===== src/hw/rtl/tcse_pkg.sv =====
// Shared types, state codes and constants for the TCP connection state engine.
// No dependencies.
package tcse_pkg;

	localparam int unsigned ConnSlotsDefault = 8;
	localparam logic [15:0] PortBase = 16'd49152;
	localparam logic [15:0] WindowReset = 16'd8192;

	localparam logic [1:0] CmdSegment = 2'd0;
	localparam logic [1:0] CmdOpen = 2'd1;
	localparam logic [1:0] CmdClose = 2'd2;
	localparam logic [1:0] CmdSend = 2'd3;

	localparam logic [1:0] StatOk = 2'd0;
	localparam logic [1:0] StatIgnored = 2'd1;
	localparam logic [1:0] StatFull = 2'd2;
	localparam logic [1:0] StatBad = 2'd3;

	localparam logic [0:0] CfgIfAddr = 1'd0;
	localparam logic [0:0] CfgWindow = 1'd1;

	localparam logic [5:0] FlFin = 6'h01;
	localparam logic [5:0] FlSyn = 6'h02;
	localparam logic [5:0] FlPsh = 6'h08;
	localparam logic [5:0] FlAck = 6'h10;

	typedef enum logic [3:0] {
		TcpClosed = 4'd0, TcpListen = 4'd1, TcpSynSent = 4'd2, TcpSynRcvd = 4'd3,
		TcpEstab = 4'd4, TcpFinWait1 = 4'd5, TcpFinWait2 = 4'd6, TcpCloseWait = 4'd7,
		TcpClosing = 4'd8, TcpLastAck = 4'd9, TcpTimeWait = 4'd10
	} tcp_state_t;

	// Controller to datapath commands.
	typedef struct packed {
		logic latch;      // capture the input item
		logic scan;       // examine one slot
		logic decide;     // work out the action
		logic emit;       // drive one result
	} dp_cmd_t;

	// Datapath to controller status.
	typedef struct packed {
		logic scan_done;
		logic emit_last;
	} dp_stat_t;

endpackage


===== src/hw/rtl/tcse_ctrl.sv =====
// Controller state machine of the TCP connection state engine.
// Depends on tcse_pkg.
module tcse_ctrl (
	input  logic clk,
	input  logic arst_n,
	input  logic start,
	output logic busy,
	output tcse_pkg::dp_cmd_t cmd_o,
	input  tcse_pkg::dp_stat_t stat_i
);

	typedef enum logic [3:0] {
		CtlIdle = 4'b0001, CtlScan = 4'b0010, CtlDecide = 4'b0100, CtlEmit = 4'b1000
	} ctl_state_t;

	ctl_state_t state_q, state_d;

	always_comb begin
		state_d = state_q;
		case (state_q)
			CtlIdle: if (start) state_d = CtlScan;
			CtlScan: if (stat_i.scan_done) state_d = CtlDecide;
			CtlDecide: state_d = CtlEmit;
			CtlEmit: if (stat_i.emit_last) state_d = CtlIdle;
			default: state_d = CtlIdle;
		endcase
	end

	always_ff @(posedge clk or negedge arst_n) begin
		if (!arst_n) state_q <= CtlIdle;
		else state_q <= state_d;
	end

	assign busy = (state_q != CtlIdle);
	assign cmd_o.latch = (state_q == CtlIdle) && start;
	assign cmd_o.scan = (state_q == CtlScan);
	assign cmd_o.decide = (state_q == CtlDecide);
	assign cmd_o.emit = (state_q == CtlEmit);

	a_onehot: assert property (@(posedge clk) disable iff (!arst_n) $onehot(state_q))
		else $error("controller state not one-hot");
	a_start: assert property (@(posedge clk) disable iff (!arst_n)
		(state_q == CtlIdle && start) |=> state_q == CtlScan)
		else $error("accepted item did not start a scan");
	a_emit: assert property (@(posedge clk) disable iff (!arst_n)
		state_q == CtlDecide |=> state_q == CtlEmit)
		else $error("decision not followed by emission");

endmodule


===== src/hw/rtl/tcse_dp.sv =====
// Datapath of the TCP connection state engine: connection table, scan, actions, results.
// Depends on tcse_pkg.
module tcse_dp #(
	parameter int unsigned CONN_SLOTS = tcse_pkg::ConnSlotsDefault
) (
	input  logic clk,
	input  logic arst_n,
	input  tcse_pkg::dp_cmd_t cmd_i,
	output tcse_pkg::dp_stat_t stat_o,
	input  logic cfg_we,
	input  logic [0:0] cfg_index,
	input  logic [31:0] cfg_data,
	input  logic [1:0] cmd,
	input  logic [31:0] peer_ip,
	input  logic [15:0] peer_port,
	input  logic [31:0] local_ip_in,
	input  logic [15:0] local_port_in,
	input  logic [31:0] seg_seq,
	input  logic [31:0] seg_ack,
	input  logic [5:0] seg_flags,
	input  logic [3:0] header_words,
	input  logic [15:0] segment_length,
	input  logic [2:0] handle,
	input  logic [15:0] send_length,
	output logic valid,
	output logic sends_segment,
	output logic [5:0] out_flags,
	output logic [31:0] out_src_ip,
	output logic [31:0] out_dst_ip,
	output logic [15:0] out_src_port,
	output logic [15:0] out_dst_port,
	output logic [31:0] out_seq,
	output logic [31:0] out_ack,
	output logic [15:0] out_payload_len,
	output logic [2:0] out_slot,
	output logic [1:0] status,
	output logic last
);

	localparam int unsigned SW = (CONN_SLOTS > 1) ? $clog2(CONN_SLOTS) : 1;
	localparam int unsigned CW = $clog2(CONN_SLOTS + 1);

	// Table
	logic [CONN_SLOTS-1:0] ev_q;
	tcse_pkg::tcp_state_t st_q [CONN_SLOTS];
	logic [31:0] lip_q [CONN_SLOTS];
	logic [15:0] lport_q [CONN_SLOTS];
	logic [31:0] rip_q [CONN_SLOTS];
	logic [15:0] rport_q [CONN_SLOTS];
	logic [31:0] sseq_q [CONN_SLOTS];
	logic [31:0] rack_q [CONN_SLOTS];
	logic [15:0] next_port_q;
	logic [31:0] if_addr_q;
	logic [15:0] window_q;

	// Item
	logic [1:0] cmd_q;
	logic [31:0] pip_q, lipi_q, seq_q, ack_q;
	logic [15:0] pport_q, lporti_q, slen_q, dlen_q;
	logic [5:0] fl_q;
	logic [5:0] hlen_q;
	logic [2:0] hnd_q;
	logic [15:0] port_q;

	// Scan
	logic [CW-1:0] idx_q;
	logic match_f_q, free_f_q;
	logic [SW-1:0] match_q, free_q;

	// Results queue
	logic [1:0] n_q, k_q;
	logic [5:0] rfl_q [3];
	logic [15:0] plen_q;
	logic only_q;
	logic ack_lag_q;
	logic [1:0] stat_q;
	logic [SW-1:0] s_q;
	logic [31:0] seq_cur_q;

	logic [SW-1:0] idx_s;
	assign idx_s = idx_q[SW-1:0];

	logic [SW-1:0] hnd_s;
	assign hnd_s = SW'(hnd_q);

	logic hit;
	assign hit = ev_q[idx_s] && lip_q[idx_s] == lipi_q && lport_q[idx_s] == lporti_q
		&& rip_q[idx_s] == pip_q && rport_q[idx_s] == pport_q;

	assign stat_o.scan_done = (idx_q == CW'(CONN_SLOTS - 1))
		|| (cmd_q == tcse_pkg::CmdClose) || (cmd_q == tcse_pkg::CmdSend)
		|| (cmd_q == tcse_pkg::CmdOpen && !ev_q[idx_s])
		|| (cmd_q == tcse_pkg::CmdSegment && hit);
	assign stat_o.emit_last = (k_q + 2'd1 == n_q) || only_q;

	// Decide combinationally.
	logic d_only;
	logic [1:0] d_stat, d_n;
	logic [SW-1:0] d_s;
	logic [5:0] d_f0, d_f1, d_f2;
	logic [15:0] d_plen;
	logic d_create, d_wst, d_wseq, d_wack, d_cr_open;
	tcse_pkg::tcp_state_t d_st;
	logic [31:0] d_seqv, d_ackv;
	logic [15:0] seg_dlen;
	logic h_ok;
	tcse_pkg::tcp_state_t cs;

	assign seg_dlen = slen_q - {10'd0, hlen_q};

	always_comb begin
		d_only = 1'b1; d_stat = tcse_pkg::StatOk; d_n = 2'd1; d_s = match_q;
		d_f0 = '0; d_f1 = '0; d_f2 = '0; d_plen = '0;
		d_create = 1'b0; d_cr_open = 1'b0; d_wst = 1'b0; d_st = tcse_pkg::TcpClosed;
		d_wseq = 1'b0; d_seqv = '0; d_wack = 1'b0; d_ackv = '0;
		h_ok = (32'(hnd_q) < CONN_SLOTS) && ev_q[hnd_s];
		cs = st_q[match_q];
		case (cmd_q)
			tcse_pkg::CmdSegment: begin
				if (slen_q < 16'd20 || {10'd0, hlen_q} > slen_q) begin
					d_stat = tcse_pkg::StatIgnored; d_s = '0;
				end else if (!match_f_q) begin
					d_s = free_q;
					if (!fl_q[1]) begin d_stat = tcse_pkg::StatIgnored; d_s = '0; end
					else if (!free_f_q) begin d_stat = tcse_pkg::StatFull; d_s = '0; end
					else begin
						d_create = 1'b1; d_wst = 1'b1; d_st = tcse_pkg::TcpSynRcvd;
						d_wack = 1'b1; d_ackv = seq_q + 32'd1; d_wseq = 1'b1;
						d_only = 1'b0; d_f0 = tcse_pkg::FlSyn | tcse_pkg::FlAck;
					end
				end else begin
					d_seqv = sseq_q[match_q]; d_ackv = rack_q[match_q];
					case (cs)
						tcse_pkg::TcpSynSent:
							if (fl_q[1] && fl_q[4]) begin
								d_wack = 1'b1; d_ackv = seq_q + 32'd1;
								d_wseq = 1'b1; d_seqv = ack_q;
								d_wst = 1'b1; d_st = tcse_pkg::TcpEstab;
								d_only = 1'b0; d_f0 = tcse_pkg::FlAck;
							end
						tcse_pkg::TcpSynRcvd:
							if (fl_q[4]) begin
								d_wseq = 1'b1; d_seqv = ack_q;
								d_wst = 1'b1; d_st = tcse_pkg::TcpEstab;
							end
						tcse_pkg::TcpEstab: begin
							if (seg_dlen != 16'd0) begin
								d_wack = 1'b1; d_ackv = seq_q + {16'd0, seg_dlen};
								d_only = 1'b0; d_f0 = tcse_pkg::FlAck;
							end
							if (fl_q[0]) begin
								d_wack = 1'b1; d_ackv = d_ackv + 32'd1;
								d_wst = 1'b1; d_st = tcse_pkg::TcpLastAck;
								if (d_only) begin
									d_f0 = tcse_pkg::FlAck; d_f1 = tcse_pkg::FlFin | tcse_pkg::FlAck;
									d_n = 2'd2;
								end else begin
									d_f1 = tcse_pkg::FlAck; d_f2 = tcse_pkg::FlFin | tcse_pkg::FlAck;
									d_n = 2'd3;
								end
								d_only = 1'b0;
							end
						end
						tcse_pkg::TcpFinWait1: begin
							if (fl_q[4]) begin d_wst = 1'b1; d_st = tcse_pkg::TcpFinWait2; end
							if (fl_q[0]) begin
								d_wack = 1'b1; d_ackv = d_ackv + 32'd1;
								d_wst = 1'b1;
								d_st = fl_q[4] ? tcse_pkg::TcpTimeWait : tcse_pkg::TcpClosing;
								d_only = 1'b0; d_f0 = tcse_pkg::FlAck;
							end
						end
						tcse_pkg::TcpFinWait2:
							if (fl_q[0]) begin
								d_wack = 1'b1; d_ackv = d_ackv + 32'd1;
								d_wst = 1'b1; d_st = tcse_pkg::TcpTimeWait;
								d_only = 1'b0; d_f0 = tcse_pkg::FlAck;
							end
						tcse_pkg::TcpClosing:
							if (fl_q[4]) begin d_wst = 1'b1; d_st = tcse_pkg::TcpTimeWait; end
						tcse_pkg::TcpLastAck:
							if (fl_q[4]) begin d_wst = 1'b1; d_st = tcse_pkg::TcpClosed; end
						default: ;
					endcase
				end
			end
			tcse_pkg::CmdOpen: begin
				d_s = free_q;
				if (!free_f_q) begin d_stat = tcse_pkg::StatFull; d_s = '0; end
				else begin
					d_create = 1'b1; d_cr_open = 1'b1; d_wst = 1'b1; d_st = tcse_pkg::TcpSynSent;
					d_wseq = 1'b1; d_wack = 1'b1;
					d_only = 1'b0; d_f0 = tcse_pkg::FlSyn;
				end
			end
			tcse_pkg::CmdClose: begin
				d_s = hnd_s;
				if (!h_ok) d_stat = tcse_pkg::StatBad;
				else begin
					case (st_q[hnd_s])
						tcse_pkg::TcpSynSent: begin d_wst = 1'b1; d_st = tcse_pkg::TcpClosed; end
						tcse_pkg::TcpSynRcvd, tcse_pkg::TcpEstab: begin
							d_wst = 1'b1; d_st = tcse_pkg::TcpFinWait1;
							d_only = 1'b0; d_f0 = tcse_pkg::FlFin;
						end
						tcse_pkg::TcpCloseWait: begin
							d_wst = 1'b1; d_st = tcse_pkg::TcpLastAck;
							d_only = 1'b0; d_f0 = tcse_pkg::FlFin;
						end
						default: d_stat = tcse_pkg::StatBad;
					endcase
				end
			end
			default: begin
				d_s = hnd_s;
				if (!h_ok) d_stat = tcse_pkg::StatBad;
				else if (dlen_q == 16'd0) d_stat = tcse_pkg::StatIgnored;
				else if (st_q[hnd_s] != tcse_pkg::TcpEstab) d_stat = tcse_pkg::StatBad;
				else begin
					d_only = 1'b0; d_f0 = tcse_pkg::FlPsh | tcse_pkg::FlAck; d_plen = dlen_q;
				end
			end
		endcase
	end

	logic [31:0] seq_inc;
	logic [5:0] cur_fl;
	assign cur_fl = rfl_q[k_q];
	assign seq_inc = seq_cur_q + {16'd0, plen_q} + {31'd0, (cur_fl[0] | cur_fl[1])};

	always_ff @(posedge clk or negedge arst_n) begin
		if (!arst_n) begin
			ev_q <= '0;
			for (int i = 0; i < CONN_SLOTS; i++) st_q[i] <= tcse_pkg::TcpClosed;
			next_port_q <= tcse_pkg::PortBase;
			if_addr_q <= '0;
			window_q <= tcse_pkg::WindowReset;
			valid <= 1'b0;
			idx_q <= '0; k_q <= '0; n_q <= '0; only_q <= 1'b0;
			match_f_q <= 1'b0; free_f_q <= 1'b0;
		end else begin
			valid <= 1'b0;
			if (cfg_we) begin
				case (cfg_index)
					tcse_pkg::CfgIfAddr: if_addr_q <= cfg_data;
					default: window_q <= cfg_data[15:0];
				endcase
			end
			if (cmd_i.latch) begin
				idx_q <= '0; match_f_q <= 1'b0; free_f_q <= 1'b0;
				if (cmd == tcse_pkg::CmdOpen)
					next_port_q <= (next_port_q == 16'hFFFF) ? tcse_pkg::PortBase
						: next_port_q + 16'd1;
			end
			if (cmd_i.scan) begin
				if (cmd_q == tcse_pkg::CmdSegment && hit) match_f_q <= 1'b1;
				if (!ev_q[idx_s] && !free_f_q) free_f_q <= 1'b1;
				if (idx_q != CW'(CONN_SLOTS - 1)) idx_q <= idx_q + CW'(1);
			end
			if (cmd_i.decide) begin
				only_q <= d_only; stat_q <= d_stat; n_q <= d_n; k_q <= '0;
				s_q <= d_s; plen_q <= d_plen;
				if (d_create) ev_q[d_s] <= 1'b1;
				if (d_wst) begin
					st_q[d_s] <= d_st;
					if (d_st == tcse_pkg::TcpClosed) ev_q[d_s] <= 1'b0;
				end
			end
			if (cmd_i.emit) begin
				valid <= 1'b1;
				k_q <= k_q + 2'd1;
			end
		end
	end

	// Payload registers without reset.
	always_ff @(posedge clk) begin
		if (cmd_i.latch) begin
			cmd_q <= cmd; pip_q <= peer_ip; pport_q <= peer_port;
			lipi_q <= local_ip_in; lporti_q <= local_port_in;
			seq_q <= seg_seq; ack_q <= seg_ack; fl_q <= seg_flags;
			hlen_q <= {header_words, 2'b00}; slen_q <= segment_length;
			hnd_q <= handle; dlen_q <= send_length; port_q <= next_port_q;
		end
		if (cmd_i.scan) begin
			if (cmd_q == tcse_pkg::CmdSegment && hit && !match_f_q) match_q <= idx_s;
			if (!ev_q[idx_s] && !free_f_q) free_q <= idx_s;
		end
		if (cmd_i.decide) begin
			rfl_q[0] <= d_f0; rfl_q[1] <= d_f1; rfl_q[2] <= d_f2;
			// With data and a FIN together, the first acknowledgement precedes the FIN.
			ack_lag_q <= (d_n == 2'd3);
			if (d_create) begin
				lip_q[d_s] <= d_cr_open ? if_addr_q : lipi_q;
				lport_q[d_s] <= d_cr_open ? port_q : lporti_q;
				rip_q[d_s] <= pip_q; rport_q[d_s] <= pport_q;
			end
			if (d_wseq) sseq_q[d_s] <= d_create ? 32'd0 : d_seqv;
			if (d_wack) rack_q[d_s] <= d_cr_open ? 32'd0 : d_ackv;
			seq_cur_q <= d_create ? 32'd0 : (d_wseq ? d_seqv : sseq_q[d_s]);
		end
		if (cmd_i.emit) begin
			sends_segment <= !only_q;
			out_flags <= only_q ? 6'd0 : cur_fl;
			out_src_ip <= only_q ? 32'd0 : lip_q[s_q];
			out_dst_ip <= only_q ? 32'd0 : rip_q[s_q];
			out_src_port <= only_q ? 16'd0 : lport_q[s_q];
			out_dst_port <= only_q ? 16'd0 : rport_q[s_q];
			out_seq <= only_q ? 32'd0 : seq_cur_q;
			out_ack <= only_q ? 32'd0
				: rack_q[s_q] - {31'd0, (ack_lag_q && k_q == 2'd0)};
			out_payload_len <= only_q ? 16'd0 : plen_q;
			out_slot <= 3'(s_q);
			status <= only_q ? stat_q : tcse_pkg::StatOk;
			last <= stat_o.emit_last;
			if (!only_q) begin
				seq_cur_q <= seq_inc;
				sseq_q[s_q] <= seq_inc;
			end
		end
	end

	a_n: assert property (@(posedge clk) disable iff (!arst_n)
		cmd_i.emit && !only_q |-> n_q != 2'd0 && k_q < n_q)
		else $error("emission beyond result count");
	a_last: assert property (@(posedge clk) disable iff (!arst_n)
		valid && last |-> !cmd_i.emit)
		else $error("emission continued after last result");
	a_win: assert property (@(posedge clk) disable iff (!arst_n)
		!cfg_we |=> $stable(window_q))
		else $error("window changed without a write");

endmodule


===== src/hw/rtl/tcp_connection_state_engine.sv =====
// Top level of the TCP connection state engine.
// Depends on tcse_pkg, tcse_ctrl and tcse_dp.
//
// An item is accepted only while busy is low, and busy stays high until its last result has
// been shown. The slot scan examines, for a received segment, up to CONN_SLOTS slots,
// stopping at the first match; for an open, slots up to the first free one; for a close or a
// send, one slot. An item yields one to three results. The slot scan reads one entry a cycle.
// Results are strobed by valid for one cycle each and cannot be held off.
// The table is empty after reset and needs no clearing pass.
module tcp_connection_state_engine #(
	parameter int unsigned CONN_SLOTS = tcse_pkg::ConnSlotsDefault
) (
	input  logic clk,
	input  logic arst_n,
	input  logic start,
	output logic busy,
	input  logic cfg_we,
	input  logic [0:0] cfg_index,
	input  logic [31:0] cfg_data,
	input  logic [1:0] cmd,
	input  logic [31:0] peer_ip,
	input  logic [15:0] peer_port,
	input  logic [31:0] local_ip_in,
	input  logic [15:0] local_port_in,
	input  logic [31:0] seg_seq,
	input  logic [31:0] seg_ack,
	input  logic [5:0] seg_flags,
	input  logic [3:0] header_words,
	input  logic [15:0] segment_length,
	input  logic [2:0] handle,
	input  logic [15:0] send_length,
	output logic valid,
	output logic sends_segment,
	output logic [5:0] out_flags,
	output logic [31:0] out_src_ip,
	output logic [31:0] out_dst_ip,
	output logic [15:0] out_src_port,
	output logic [15:0] out_dst_port,
	output logic [31:0] out_seq,
	output logic [31:0] out_ack,
	output logic [15:0] out_payload_len,
	output logic [2:0] out_slot,
	output logic [1:0] status,
	output logic last
);

	tcse_pkg::dp_cmd_t dcmd;
	tcse_pkg::dp_stat_t dstat;
	logic ctl_busy;

	// Busy covers the cycle in which the last result is shown.
	assign busy = ctl_busy || valid;

	tcse_ctrl u_ctrl (
		.clk(clk), .arst_n(arst_n), .start(start && !valid), .busy(ctl_busy),
		.cmd_o(dcmd), .stat_i(dstat)
	);

	tcse_dp #(.CONN_SLOTS(CONN_SLOTS)) u_dp (
		.clk(clk), .arst_n(arst_n), .cmd_i(dcmd), .stat_o(dstat),
		.cfg_we(cfg_we), .cfg_index(cfg_index), .cfg_data(cfg_data),
		.cmd(cmd), .peer_ip(peer_ip), .peer_port(peer_port),
		.local_ip_in(local_ip_in), .local_port_in(local_port_in),
		.seg_seq(seg_seq), .seg_ack(seg_ack), .seg_flags(seg_flags),
		.header_words(header_words), .segment_length(segment_length),
		.handle(handle), .send_length(send_length),
		.valid(valid), .sends_segment(sends_segment), .out_flags(out_flags),
		.out_src_ip(out_src_ip), .out_dst_ip(out_dst_ip),
		.out_src_port(out_src_port), .out_dst_port(out_dst_port),
		.out_seq(out_seq), .out_ack(out_ack), .out_payload_len(out_payload_len),
		.out_slot(out_slot), .status(status), .last(last)
	);

endmodule

===== config.mk =====
export PLATFORM = sky130hd
export DESIGN_NAME = tcp_connection_state_engine
export DESIGN_NICKNAME = d
export VERILOG_FILES = /design/src/hw/rtl/tcse_pkg.sv /design/src/hw/rtl/tcse_ctrl.sv /design/src/hw/rtl/tcse_dp.sv /design/src/hw/rtl/tcp_connection_state_engine.sv
export SDC_FILE = /design/constraint.sdc
export NUM_CORES = 2
export LEC_CHECK = 0
export BUFFER_PORTS_ARGS = -buffer_cell sky130_fd_sc_hd__buf_4
export CORE_AREA = 2 2 519 315
export DETAILED_ROUTE_END_ITERATION = 8
export DIE_AREA = 0 0 521 317
export PLACE_DENSITY = 0.72
export SYNTH_ARGS = -nofsm -noshare
export SYNTH_HDL_FRONTEND = slang
export SYNTH_SLANG_ARGS = --single-unit

===== constraint.sdc =====
create_clock -name clk -period 16.7 [get_ports clk]
set_clock_uncertainty 0.2 [all_clocks]
set_input_delay 1.67 -clock clk [delete_from_list [all_inputs] [get_ports clk]]
set_output_delay 1.67 -clock clk [all_outputs]
set_load 0.01 [all_outputs]

; After elaboration in Yosys (flattened, before gate mapping)
; Memories as Yosys holds them, arrays and structs flattened. A register that Yosys moved wholly into a read port is not among the register bits.
; Index checks and enable logic that the tools add are counted.
[word_totals]
ff_bits = 479
latch_bits = 0
mem_bits_rw = 1298
romBits = 0
n_memories = 7
[classes]
addsub = 11
mul = 0
div = 0
magnitude_cmp = 10
n_eq_ne = 33
shifts = 0
mux = 197
bitwise_logic = 9
reduce_logical = 47
[memory_table]
columns = name, depth, word_bits, read_ports, rd_ports_with_merged_regs, wr, line
row1 = u_dp.lip_q, 8, 32, 2, 1, 1, tcse_dp.sv:46  ; logic [31:0] lip_q [CONN_SLOTS];
row2 = u_dp.rack_q, 8, 32, 2, 2, 1, tcse_dp.sv:51  ; logic [31:0] rack_q [CONN_SLOTS];
row3 = u_dp.rip_q, 8, 32, 2, 1, 1, tcse_dp.sv:48  ; logic [31:0] rip_q [CONN_SLOTS];
row4 = u_dp.sseq_q, 8, 32, 2, 1, 1, tcse_dp.sv:50  ; logic [31:0] sseq_q [CONN_SLOTS];
row5 = u_dp.lport_q, 8, 16, 2, 1, 1, tcse_dp.sv:47  ; logic [15:0] lport_q [CONN_SLOTS];
row6 = u_dp.rport_q, 8, 16, 2, 1, 1, tcse_dp.sv:49  ; logic [15:0] rport_q [CONN_SLOTS];
row7 = +1 memories, --, --, --, --, --, --
[op_table]
columns = cell, count
row1 = 2-to-1 mux 32 bit, 27
row2 = "adder 32 x 1 -> 32 bit, second input constant", 3
row3 = case mux 32 bit (3 select lines), 1
row4 = 2-to-1 mux 6 bit, 13
row5 = 2-to-1 mux 4 bit, 18
row6 = adder 32 x 16 -> 32 bit, 2
row7 = equality test 32 bit, 2
row8 = 2-to-1 mux 1 bit, 64
row9 = case mux 32 bit (2 select lines), 1
row10 = 2-to-1 mux 5 bit, 11
row11 = 2-to-1 mux 2 bit, 21
row12 = case mux 6 bit (3 select lines), 2
row13 = 2-to-1 mux 3 bit, 11
row14 = adder 32 x 1 -> 32 bit, 1
row15 = bitwise mux 32 bit, 1
row16 = equality test 16 bit, 2
row17 = 2-to-1 mux 16 bit, 2
row18 = 2-to-1 mux 8 bit, 4
row19 = OR reduction 32 bit, 1
row20 = subtractor 32 x 1 -> 32 bit, 1
row21 = "equality test 4 x 3 -> 1 bit, second input constant", 7
row22 = binary-select mux 4 bit (select 3 bit), 2
row23 = case mux 4 bit (6 select lines), 1
row24 = "equality test 4 x 2 -> 1 bit, second input constant", 5
row25 = other kinds (50), 104

; Longest topological paths before layout
[depth]
word_depth = 16
mapped_depth = 23

; By module
; Synthesis repeated with hierarchy kept, for this count alone.
[unflattened]
cells_unflattened = 6038
hier_area_um2 = 90264.1
[by_module_without_submodules]
columns = mod, n_inst, cells_per_inst, area_per_inst_um2, seq_area_each_um2
row1 = tcse_dp, 1, 6017, 90051.4, 54975.2
row2 = tcse_ctrl, 1, 19, 197.7, 101.3
row3 = tcp_connection_state_engine, 1, 2, 15.0, 0.0

; Worst setup path before layout
; OpenSTA, ideal clock, no wires.
[synth_timing]
kind = register to register
from = register u_dp.slen_q[2]
to = memory u_dp.lip_q[5][0] (enable)
setup_ns = 0.670
t_arrival_ns = 9.401
required_ns = 15.830
setup_slack_ns = 6.429
stages_incl_launch_ff = 14
cell_sequence = edfxtp_1 inv_1 ha_1 inv_1 fa_1 nand3_1 a32oi_1 o31ai_2 o21ai_1 a221oi_2 inv_1 clkbuf_1 buf_1 nor3_1
[synth_via]
elab_cells_between_ends = 10
cone_classes = order compare: 2 / mux: 7 / reduce/logical: 1
[synth_lines]
columns = element, line
row1 = from (decl), tcse_dp.sv:59  ; logic [15:0] pport_q, lporti_q, slen_q, dlen_q;
row2 = from (signal assigned), tcse_dp.sv:282  ; hlen_q <= {header_words, 2'b00}; slen_q <= segment_length;
row3 = less-than comparator 16 x 5 -> 1 bit / greater-than comparator 6 x 16 -> 1 bit (equally long branches), tcse_dp.sv:120  ; if (slen_q < 16'd20 || {10'd0, hlen_q} > slen_q) begin
row4 = logical OR 1 bit (*), tcse_dp.sv:120
row5 = 2-to-1 mux 3 bit (*), tcse_dp.sv:120
row6 = case mux 3 bit (2 select lines) (*), tcse_dp.sv:118  ; case (cmd_q)
row7 = via u_dp.d_s[1], tcse_dp.sv:99  ; logic [SW-1:0] d_s;
row8 = to (decl), tcse_dp.sv:46
; The timed path passes the listed nets; every way through them passes the cells marked *.

; Worst setup path after layout
[layout_timing]
from = register u_dp.slen_q[2]
to = memory u_dp.rack_q[7][26], data pin
[layout_via]
elab_chain_cells = 14
elab_cells_between_ends = 18
cone_classes = add/sub: 3 / order compare: 2 / mux: 11 / reduce/logical: 2
[layout_rtl]
columns = element, line
row1 = subtractor 16 x 6 -> 16 bit, tcse_dp.sv:109  ; assign seg_dlen = slen_q - {10'd0, hlen_q};
row2 = adder 32 x 16 -> 32 bit / nonzero test 16 bit (equally long branches), "tcse_dp.sv:148, tcse_dp.sv:147"
row3 = 2-to-1 mux 32 bit, tcse_dp.sv:147  ; if (seg_dlen != 16'd0) begin
row4 = 2-to-1 mux 32 bit, tcse_dp.sv:133  ; case (cs)
row5 = 2-to-1 mux 32 bit, tcse_dp.sv:122  ; end else if (!match_f_q) begin
row6 = 2-to-1 mux 32 bit, tcse_dp.sv:120
row7 = 2-to-1 mux 32 bit, tcse_dp.sv:118
row8 = adder 32 x 1 -> 32 bit, tcse_dp.sv:152  ; d_wack = 1'b1; d_ackv = d_ackv + 32'd1;
row9 = 2-to-1 mux 32 bit, tcse_dp.sv:151  ; if (fl_q[0]) begin
row10 = case mux 32 bit (3 select lines), tcse_dp.sv:133
row11 = 2-to-1 mux 32 bit, tcse_dp.sv:122
row12 = 2-to-1 mux 32 bit (*), tcse_dp.sv:120
row13 = 2-to-1 mux 32 bit (*), tcse_dp.sv:118
row14 = 2-to-1 mux 32 bit (*), tcse_dp.sv:299  ; if (d_wack) rack_q[d_s] <= d_cr_open ? 32'd0 : d_ackv;
row15 = to (decl), tcse_dp.sv:51
; Mark *: on every way between the ends. The rest lies on a longest branch, timed or not. The select of a mux whose other input is x is not followed.

==> results_dict.tcl <==
set metrics [dict create \
    hp-start "u_dp.next_port_q[7]$_DFFE_PN0P_" \
    fmax_mhz 132 \
    crit_buf_inv 3 \
    synth_area_mm2 0.0878 \
    setup_violations 0 \
    cpPeakStageDelay_ps 850 \
    postCtsSetupBuffers 0 \
    finalCritPeriodShare 0.454 \
    synth_warnings 0 \
    n_fill_cell 11600 \
    grt_setup_unrepaired "no" \
    synth_seq_cells 1864 \
    ys_seq_area_frac 0.627 \
    cp-startpoint "u_dp.slen_q[2]$_DFFE_PP_" \
    grt_overflow 0 \
    hold_viol_final 0 \
    fin_ws_ps 9110 \
    synth_edf_count 1722 \
    grt_start_max_net_pins 133 \
    clk_latency_ps 840 \
    placed_cell_area_mm2 0.0936 \
    start_util 0.548 \
    max-slew-margin-rel 0.117 \
    nets 6320 \
    async_reset_ff_frac 0.0558 \
    r2r_cells 22 \
    antenna_found_initial 13 \
    dr.pass1.iters 8 \
    setup.worst_path.start_class "register" \
    cts_root_buf "clkbuf_16" \
    p_leak_uw 0.0328 \
    synthCells 5640 \
    fp.dieH_um 317 \
    cts_max_level 4 \
    via_per_inst 6.76 \
    dp_slack_ps 9280 \
    min_to "u_dp.port_q[7]$_DFFE_PP_" \
    die_w_um 521 \
    cts.sinks 1864 \
    vias 56200 \
    num_rows 114 \
    r2r_start "u_dp.slen_q[2]$_DFFE_PP_" \
    portBuffers 429 \
    cts.hold.buffers_added 0 \
    drv_slew 0 \
    power_density_mw_per_mm2 134 \
    hold_path_class "register to register" \
    drive_above_1_share 0.261 \
    syn_to_final_growth_pct 12.8 \
    drc_errors 0 \
    drtIter0Drc 7997 \
    ys_types 100 \
    fin_setup_tns_ps 0 \
    grtUsageTotal 0.309 \
    power_uw 13200 \
    worst_setup_path_end_kind "register" \
    die_area_mm2 0.165 \
    reg2reg_slack_ps 9110 \
    tightest_slew_ps 1310 \
    numCtsBuffers 178 \
    path_clk_slew_ps 70 \
    cts_tree "done" \
    path_cells "inv_1, ha_1, inv_1, fa_1, or4b_2, or4_1, a21o_1, nor4_1, nand2_1, buf_4, o21ai_0, ha_1, and2_1, and4b_1, nand4_1, nor3_1, and3_1, o21ai_0, a211o_1, or4_1, a21oi_1, o211a_1" \
    clock_path_buffers 4 \
    fin_area_mm2 0.0991 \
    dp_hpwl_mm 162 \
    wl_per_cell_um 30.9 \
    synth_ff_type "edfxtp_1" \
    rr_endpoint "u_dp.rack_q[7][26]$_DFFE_PP_" \
    grt_pass1_wl_mm 371 \
    crit_type "register to register" \
    drtAntennaViolNets 0 \
    coreArea_mm2 0.160 \
    required_ps 17090 \
    cpMaxStageDelayCell "nor4_1" \
    worstHoldPathCells 0 \
    cp.arrival_ps 7980 \
    cts_resized 0 \
    grt_pass1_vias 54500 \
    cp_max_fo 19 \
    syn_avg_cell_area_um2 15.6 \
    max-vdd-ir-drop_uv 105 \
    gp_congestion 0.950 \
    num_io_pins 435 \
    status "finished, final reports clean" \
    cap_violations 0 \
    finalCriticalPeriod_ps 7590 \
    cp_top_family "simple AND/OR/NAND/NOR gates" \
    wl_mm 257 \
]
## worst register-to-register path, delay by kind of cell, from the launching register on
family,cells,cell delay (ps)
buffers and inverters,3,380
DFF,1,390
adders and majority gates,3,970
and+or+nand+nor,10,3950
AOI/OAI and AO/OA,6,1520
## report_power, final
group	total [µW]	leakage [µW]	internal (µW)	switching, µW
Sequential	5920	0.0172	5560	354
Combinational	3380	0.0129	1220	2160
Clock	3940	0.00271	2210	1730
## cell usage in the layout (no fill, tap or decap), drive strengths merged, types with 48 or more instances in the layout
master / count
mux2: 133
nand3: 132
clkbuf: 226
nor3: 67
buf: 540
nor2: 298
clkinv: 61
inv: 51
mux2i: 204
xor2: 94
xnor2: 152
o21ai: 174
nand4: 50
edfxtp: 1722
dfrtp: 101
nand2: 558
mux4: 596
nor2b: 59
and2: 54
a21oi: 254
ha: 48
## per-stage QoR
| stage | utilization | hold WS (ps) | std cells |
|---|---|---|---|
| finish | 0.619 | 296 | 8308 |
| global route | 0.619 | 326 | 8302 |
| CTS | 0.618 | 296 | 8299 |
| detailed placement | 0.584 | 292 | 7990 |
| global placement | 0.584 | 281 | 7990 |
| floorplan | - | 224 | 5641 |
## flip-flops by register name (all words and copies together), names as in the netlist, 128 cells and up, named ones only
register and cells:
u_dp.rack_q 256, u_dp.lip_q 256, u_dp.rip_q 256, u_dp.lport_q 128, u_dp.rport_q 128, u_dp.sseq_q 256
## metal layers
layer | vias to the layer above | wire length (µm) | share of wire | global-route usage
li1 | 23300 | - | - | -
met1 | 28700 | 107000 | 0.42 | 0.477
met2 | 3825 | 110000 | 0.43 | 0.435
met3 | 398 | 33300 | 0.13 | 0.0825
met4 | 8 | 6840 | 0.027 | 0.0873
met5 | - | 43 | 0.00017 | 0
## cell type report
cell class | count | area, µm² | share of cell area
Tap cell | 2146 | 2690 | 0.0271
Inverter | 46 | 190 | 0.00192
Timing Repair Buffer | 540 | 4130 | 0.0417
Antenna cell | 9 | 22.5 | 0.000227
Clock inverter | 83 | 727 | 0.00734
Multi-Input combinational cell | 3394 | 31500 | 0.317
Sequential cell | 1864 | 55100 | 0.556
Clock buffer | 226 | 4790 | 0.0483
## Yosys cell counts (16+ instances only)
| library cell | count | share of area |
|---|---|---|
| a211oi_1 | 17 | 0.0015 |
| a21o_1 | 18 | 0.0015 |
| a21oi_1 | 253 | 0.014 |
| a221oi_1 | 32 | 0.0032 |
| a22oi_1 | 23 | 0.0020 |
| a31oi_1 | 22 | 0.0016 |
| and2_1 | 53 | 0.0038 |
| and3_1 | 32 | 0.0023 |
| buf_1 | 73 | 0.0031 |
| buf_2 | 50 | 0.0028 |
| clkbuf_1 | 204 | 0.0087 |
| dfrtp_1 | 101 | 0.029 |
| dfxtp_1 | 38 | 0.0087 |
| edfxtp_1 | 1722 | 0.59 |
| ha_1 | 48 | 0.0068 |
| inv_1 | 42 | 0.0018 |
| mux2_2 | 133 | 0.017 |
| mux2i_1 | 204 | 0.023 |
| mux4_2 | 596 | 0.15 |
| nand2_1 | 558 | 0.024 |
| nand2b_1 | 16 | 0.0011 |
| nand3_1 | 132 | 0.0075 |
| nand4_1 | 48 | 0.0034 |
| nor2_1 | 296 | 0.013 |
| nor2b_1 | 59 | 0.0042 |
| nor3_1 | 65 | 0.0037 |
| nor4_1 | 29 | 0.0021 |
| o2111ai_1 | 16 | 0.0016 |
| o211ai_1 | 21 | 0.0018 |
| o21ai_0 | 164 | 0.0093 |
| o221ai_1 | 29 | 0.0029 |
| o22ai_1 | 46 | 0.0033 |
| o31ai_1 | 25 | 0.0021 |
| or3_1 | 21 | 0.0015 |
| xnor2_1 | 152 | 0.015 |
| xor2_1 | 94 | 0.0094 |
## how the worst max path moves through the flow
| stage | cells past startpoint | end |
|---|---|---|
| floorplan | 13 | u_dp.lip_q[5][0]$_DFFE_PP_ |
| global placement | 22 | u_dp.rack_q[1][26]$_DFFE_PP_ |
| detailed placement | 22 | u_dp.rack_q[2][26]$_DFFE_PP_ |
| CTS | 22 | u_dp.rack_q[0][26]$_DFFE_PP_ |
| global route | 22 | u_dp.rack_q[0][26]$_DFFE_PP_ |
| finish | 22 | u_dp.rack_q[7][26]$_DFFE_PP_ |
## cell families after synthesis
family                     Yosys count  share of synthesized area
buffers and inverters              383                     0.0175
adders and majority gates           52                    0.00775
muxes                              933                      0.193
DFF                               1864                      0.627
other                                1                  0.0000427
xor gates and xnor gates           246                     0.0245
AOI/OAI and AO/OA                  786                     0.0575
and+or+nand+nor                   1375                     0.0726
Power figures use the tool's default switching activity.
